File: src/sv/bfi_pkg.sv
`timescale 1ns / 1ps
// shared types, codes and helpers for the brainfuck interpreter core
// no dependencies; imported by the top, bfi_ctrl, bfi_datapath and the testbench

package bfi_pkg;

  localparam int BFI_PROGRAM_DEPTH = 4096;
  localparam int BFI_CELL_DEPTH    = 1024;
  localparam int BFI_NEST_DEPTH    = 256;

  localparam int PC_OUT_W   = 13;
  localparam int ACTIVE_W   = 11;
  localparam int ACTIVE_MAX = 2047;

  localparam logic [7:0] CH_RIGHT = 8'h3E;
  localparam logic [7:0] CH_LEFT  = 8'h3C;
  localparam logic [7:0] CH_INC   = 8'h2B;
  localparam logic [7:0] CH_DEC   = 8'h2D;
  localparam logic [7:0] CH_PUT   = 8'h2E;
  localparam logic [7:0] CH_GET   = 8'h2C;
  localparam logic [7:0] CH_OPEN  = 8'h5B;
  localparam logic [7:0] CH_CLOSE = 8'h5D;
  localparam logic [7:0] CH_NOP   = 8'h23;

  typedef enum logic [1:0] {
    CMD_LOAD  = 2'd0,
    CMD_START = 2'd1,
    CMD_STEP  = 2'd2,
    CMD_CLEAR = 2'd3
  } cmd_t;

  typedef enum logic [2:0] {
    ST_ACCEPTED  = 3'd0,
    ST_EXECUTED  = 3'd1,
    ST_HALTED    = 3'd2,
    ST_UNMATCHED = 3'd3,
    ST_UNCLOSED  = 3'd4,
    ST_CAPACITY  = 3'd5
  } status_t;

  typedef enum logic [3:0] {
    SYM_NONE  = 4'd0,
    SYM_RIGHT = 4'd1,
    SYM_LEFT  = 4'd2,
    SYM_INC   = 4'd3,
    SYM_DEC   = 4'd4,
    SYM_PUT   = 4'd5,
    SYM_GET   = 4'd6,
    SYM_OPEN  = 4'd7,
    SYM_CLOSE = 4'd8,
    SYM_NOP   = 4'd9
  } sym_t;

  typedef enum logic [3:0] {
    OP_NONE,
    OP_CLEAR,
    OP_SET_ERR,
    OP_STORE,
    OP_PAIR_A,
    OP_PAIR_B,
    OP_START,
    OP_SWEEP,
    OP_EXEC
  } dp_op_t;

  typedef enum logic [3:0] {
    S_INIT,
    S_IDLE,
    S_DECODE,
    S_PAIR_A,
    S_PAIR_B,
    S_SWEEP,
    S_EXEC,
    S_RESP
  } state_t;

  typedef struct packed {
    logic    latch;
    dp_op_t  op;
    logic    set_status;
    status_t status;
    logic    load_out;
  } bfi_cmd_t;

  typedef struct packed {
    cmd_t    command;
    sym_t    sym;
    logic    err_set;
    status_t err_code;
    logic    depth_zero;
    logic    depth_full;
    logic    len_full;
    logic    halted;
    logic    sweep_last;
    logic    out_free;
  } bfi_stat_t;

  function automatic sym_t symbol_of(input logic [7:0] c);
    sym_t s;
    case (c)
      CH_RIGHT: s = SYM_RIGHT;
      CH_LEFT:  s = SYM_LEFT;
      CH_INC:   s = SYM_INC;
      CH_DEC:   s = SYM_DEC;
      CH_PUT:   s = SYM_PUT;
      CH_GET:   s = SYM_GET;
      CH_OPEN:  s = SYM_OPEN;
      CH_CLOSE: s = SYM_CLOSE;
      CH_NOP:   s = SYM_NOP;
      default:  s = SYM_NONE;
    endcase
    return s;
  endfunction

endpackage

File: src/sv/bfi_ctrl.sv
`timescale 1ns / 1ps
// controller state machine of the interpreter core
// depends on bfi_pkg; drives bfi_datapath through bfi_cmd_t

module bfi_ctrl import bfi_pkg::*; (
  input  logic      clk,
  input  logic      rst,
  input  logic      in_valid,
  output logic      in_ready,
  input  bfi_stat_t stat,
  output bfi_cmd_t  ctl
);

  state_t state, state_next;

  always_ff @(posedge clk) begin
    if (rst) begin
      state <= S_INIT;
    end else begin
      state <= state_next;
    end
  end

  always_comb begin
    state_next     = state;
    in_ready       = 1'b0;
    ctl.latch      = 1'b0;
    ctl.op         = OP_NONE;
    ctl.set_status = 1'b0;
    ctl.status     = ST_ACCEPTED;
    ctl.load_out   = 1'b0;
    case (state)
      S_INIT: begin
        ctl.op = OP_SWEEP;
        if (stat.sweep_last) begin
          state_next = S_IDLE;
        end
      end
      S_IDLE: begin
        in_ready = 1'b1;
        if (in_valid) begin
          ctl.latch  = 1'b1;
          state_next = S_DECODE;
        end
      end
      S_DECODE: begin
        ctl.set_status = 1'b1;
        state_next     = S_RESP;
        if (stat.command == CMD_CLEAR) begin
          ctl.op = OP_CLEAR;
        end else if (stat.err_set) begin
          ctl.status = stat.err_code;
        end else begin
          case (stat.command)
            CMD_LOAD: begin
              if (stat.sym == SYM_NONE) begin
                ctl.op = OP_NONE;
              end else if (stat.sym == SYM_CLOSE && stat.depth_zero) begin
                ctl.op     = OP_SET_ERR;
                ctl.status = ST_UNMATCHED;
              end else if (stat.len_full ||
                           (stat.sym == SYM_OPEN && stat.depth_full)) begin
                ctl.op     = OP_SET_ERR;
                ctl.status = ST_CAPACITY;
              end else begin
                ctl.op = OP_STORE;
                if (stat.sym == SYM_CLOSE) begin
                  state_next = S_PAIR_A;
                end
              end
            end
            CMD_START: begin
              if (!stat.depth_zero) begin
                ctl.op     = OP_SET_ERR;
                ctl.status = ST_UNCLOSED;
              end else begin
                ctl.op     = OP_START;
                state_next = S_SWEEP;
              end
            end
            CMD_STEP: begin
              if (!stat.depth_zero) begin
                ctl.status = ST_UNCLOSED;
              end else if (stat.halted) begin
                ctl.status = ST_HALTED;
              end else begin
                state_next = S_EXEC;
              end
            end
            default: begin
              ctl.op = OP_NONE;
            end
          endcase
        end
      end
      S_PAIR_A: begin
        ctl.op     = OP_PAIR_A;
        state_next = S_PAIR_B;
      end
      S_PAIR_B: begin
        ctl.op     = OP_PAIR_B;
        state_next = S_RESP;
      end
      S_SWEEP: begin
        ctl.op = OP_SWEEP;
        if (stat.sweep_last) begin
          state_next = S_RESP;
        end
      end
      S_EXEC: begin
        ctl.op         = OP_EXEC;
        ctl.set_status = 1'b1;
        ctl.status     = ST_EXECUTED;
        state_next     = S_RESP;
      end
      S_RESP: begin
        if (stat.out_free) begin
          ctl.load_out = 1'b1;
          in_ready     = 1'b1;
          if (in_valid) begin
            ctl.latch  = 1'b1;
            state_next = S_DECODE;
          end else begin
            state_next = S_IDLE;
          end
        end
      end
      default: begin
        state_next = S_IDLE;
      end
    endcase
  end

endmodule

File: config.mk
export PLATFORM = sky130hd
export DESIGN_NAME = bfi_ctrl
export DESIGN_NICKNAME = d
export VERILOG_FILES = /design/src/sv/bfi_pkg.sv /design/src/sv/bfi_ctrl.sv
export SDC_FILE = /design/constraint.sdc
export NUM_CORES = 1
export LEC_CHECK = 0
export ABC_AREA = 1
export BUFFER_PORTS_ARGS = -buffer_cell sky130_fd_sc_hd__buf_4
export CAP_MARGIN = 0
export CORE_MARGIN = 10
export CORE_UTILIZATION = 40
export DETAILED_ROUTE_END_ITERATION = 12
export PLACE_DENSITY = 0.79
export SLEW_MARGIN = 40
export SYNTH_ARGS = -nofsm -noshare
export SYNTH_HDL_FRONTEND = slang
export SYNTH_SLANG_ARGS = --single-unit
File: constraint.sdc
create_clock -name clk -period 2.1 [get_ports clk]
set_clock_uncertainty 0.2 [all_clocks]
set_input_delay 0.315 -clock clk [delete_from_list [all_inputs] [get_ports clk]]
set_output_delay 0.315 -clock clk [all_outputs]
set_load 0.03 [all_outputs]
==> impl_metrics.yaml <==
status:
  status: "finished clean"
floorplan:
  die_h_um: 57.6
  pin_count: 30
  rows: 13
  die_w_um: 57.6
  initial_utilization_pct: 42.8
  die_area_um2: 3310
  core_area_um2: 1320
final_layout:
  register_area_um2: 62.6
  top_register: "state"
  nets: 166
  fillerInstances: 113
  num_antenna_cells: 0
  layout_common_cells: "buf_4 (34), nand2_1 (24), inv_1 (18), nor2_1 (11), o21ai_0 (8)"
  largestRegisters: "state x3"
  largest_reg_flops: 3
  final_layout_size_suffix_gt1_share_pct: 39.4
  layout-area-overhead-vs-synth_pct: 60.5
  layout_commonest_cell: "buf_4"
  multi_input_area_um2: 453
clock_network:
  clk_pin_slew_ns: 0.04
  cts_tree: "built"
  clock_sinks: 3
  root_buffer: "clkbuf_4"
  numCtsBuffers: 3
  hold_buffers: 0
  cts_max_level: 1
  clock_path_buffers: 2
  clock_latency_ns: 0.25
global_route:
  antenna_found_initial: 0
  grt_usage_pct: 11.2
  grt.overflow.total: 0
  grt_first_pass_wirelength_um: 3010
  grt_pass1_vias: 726
  grt_max_degree: 8
worst_hold_path:
  hold_start: "rst"
  worstHoldPathType: "in -> reg"
detailed_routing:
  ant_nets: 0
  post_drt_via_cell_ratio: 5.01
  drt_iter0_markers: 16
  drc: 0
  routed_wl_um: 1830
  wl_per_cell_um: 11.7
  vias: 786
  drt_first_pass_iters: 4
pwr:
  report.power.total_mw: 1.05
  p_leak_nw: 0.478
  power.density_nw_per_um2: 1160
  ir_drop_v: 0.000572
timing:
  tightest_slew_ns: 0.238
  min_period_ns: 2.02
  drv_slew: 0
  worst_hold_slack_ns: 0.0429
  post-route-period-util_pct: 96.0
  setup_viol: 0
  max_freq_mhz: 496
  max_slew_margin_pct: 84.1
  finalHoldViolCount: 0
  rsz0062_at_grt: "true"
placement:
  portBuffers: 29
  gp_congestion: 0.840
  dp_hpwl_um: 1500
flow_run:
  cap_violations: 0
setup_path:
  critPathSlowestCell: "dfxtp_2"
  worstPathRequired_ns: 1.58
  path_class: "reg -> out"
  crit_family: "simple AND/OR/NAND/NOR gates"
  crit_path_cell_trace: "inv_2 -> or2_4 -> nor2_4 -> nand2_1 -> o311ai_2 -> buf_4"
  startpoint_type: "register"
  r2r_start: "state[0]"
  path_buf_inv: 2
  startpoint: "state[1]"
  end_kind: "output pin"
  critical_path_arrival_ns: 1.50
  path_max_fanout: 3
  critical-path-max-stage-delay_ns: 0.32
yosys:
  yosysUniqueCellTypes: 22
  syn_avg_cell_area_um2: 5.48
  yosysSeqAreaShare_pct: 10.6
  ys_ff_latch: 3
  netlist_area_um2: 564
  yosys_warnings: 0
  syn_inst: 103
  synth_area_leaders: "nand2_1 (16%), inv_1 (13%), dfxtp_1 (11%)"
  synth_top_area_share_pct: 16.0
  synth_nets: 126
  synth_largest_area_cell: "nand2_1"
[power by group]
group          internal [mW]  total (mW)  switching (mW)
combinational          0.335       0.824           0.489
clock                 0.0716       0.108          0.0366
sequential            0.0872       0.114          0.0272
total                  0.494        1.05           0.553
[layer usage]
layer,wire (um),GRT usage [%],vias up
li1,-,-,412
met1,754,11.2,343
met2,911,17.6,25
met3,112,3.98,6
met4,53,10.4,0
met5,0,0,-
[Yosys cell counts]
master    instances
a21oi_1           4
a21oi_2           1
a31oi_1           3
a41oi_1           1
dfxtp_1           3
ha_1              4
inv_1            20
inv_2             1
nand2_1          24
nand3_1           3
nand4_1           1
nor2_1           15
nor2_4            2
nor3_1            1
nor3_2            1
o211ai_1          1
o21ai_0          11
o21bai_1          2
o221ai_1          1
o311ai_1          1
or2_1             1
or2_2             2
[cells by family (layout without fill, tap and decap cells)]
logic type,count (synthesis),after routing,synth area share [%]
AOI/OAI and AO/OA,25,25,26.8
adders and majority gates,4,4,8.87
and+or+nand+nor,50,50,39.7
buffers and inverters,21,60,14.0
DFF,3,3,10.6
[metrics by stage]
stage	area [um^2]	cells	TNS, ns	utilization [%]	setup WS [ns]
final	906	157	0	68.8	0.0844
after detailed placement	820	148	0	62.2	0.0700
after CTS	867	154	0	65.8	0.00469
after floorplan	576	103	-0.0393	-	-0.0359
after global routing	906	157	-0.0649	68.8	-0.0324
after global placement	820	148	0	62.2	0.113
[timing repair]
item | CTS | global route
setup buffers | 2 | 3
pin swaps | 3 | 3
setup endpoints to repair | 4 | 6
resized for setup | 7 | 6
[worst paths after layout]
check / end / slack (ns) / cells after the start
min: state[2] / 0.04 / 2
max: ctl[7] / 0.08 / 6
min reg2reg: state[0] / 0.41 / 2
max reg2reg: state[2] / 0.47 / 9
[final cells by class]
| cell class | instances | area share, % |
|---|---|---|
| Multi-Input combinational cell | 79 | 50.0 |
| Inverter | 21 | 8.70 |
| Timing Repair Buffer | 35 | 29.4 |
| Tap cell | 15 | 2.07 |
| Clock buffer | 4 | 2.90 |
| Sequential cell | 3 | 6.91 |
Note: power is estimated with default switching activity, not from simulation.
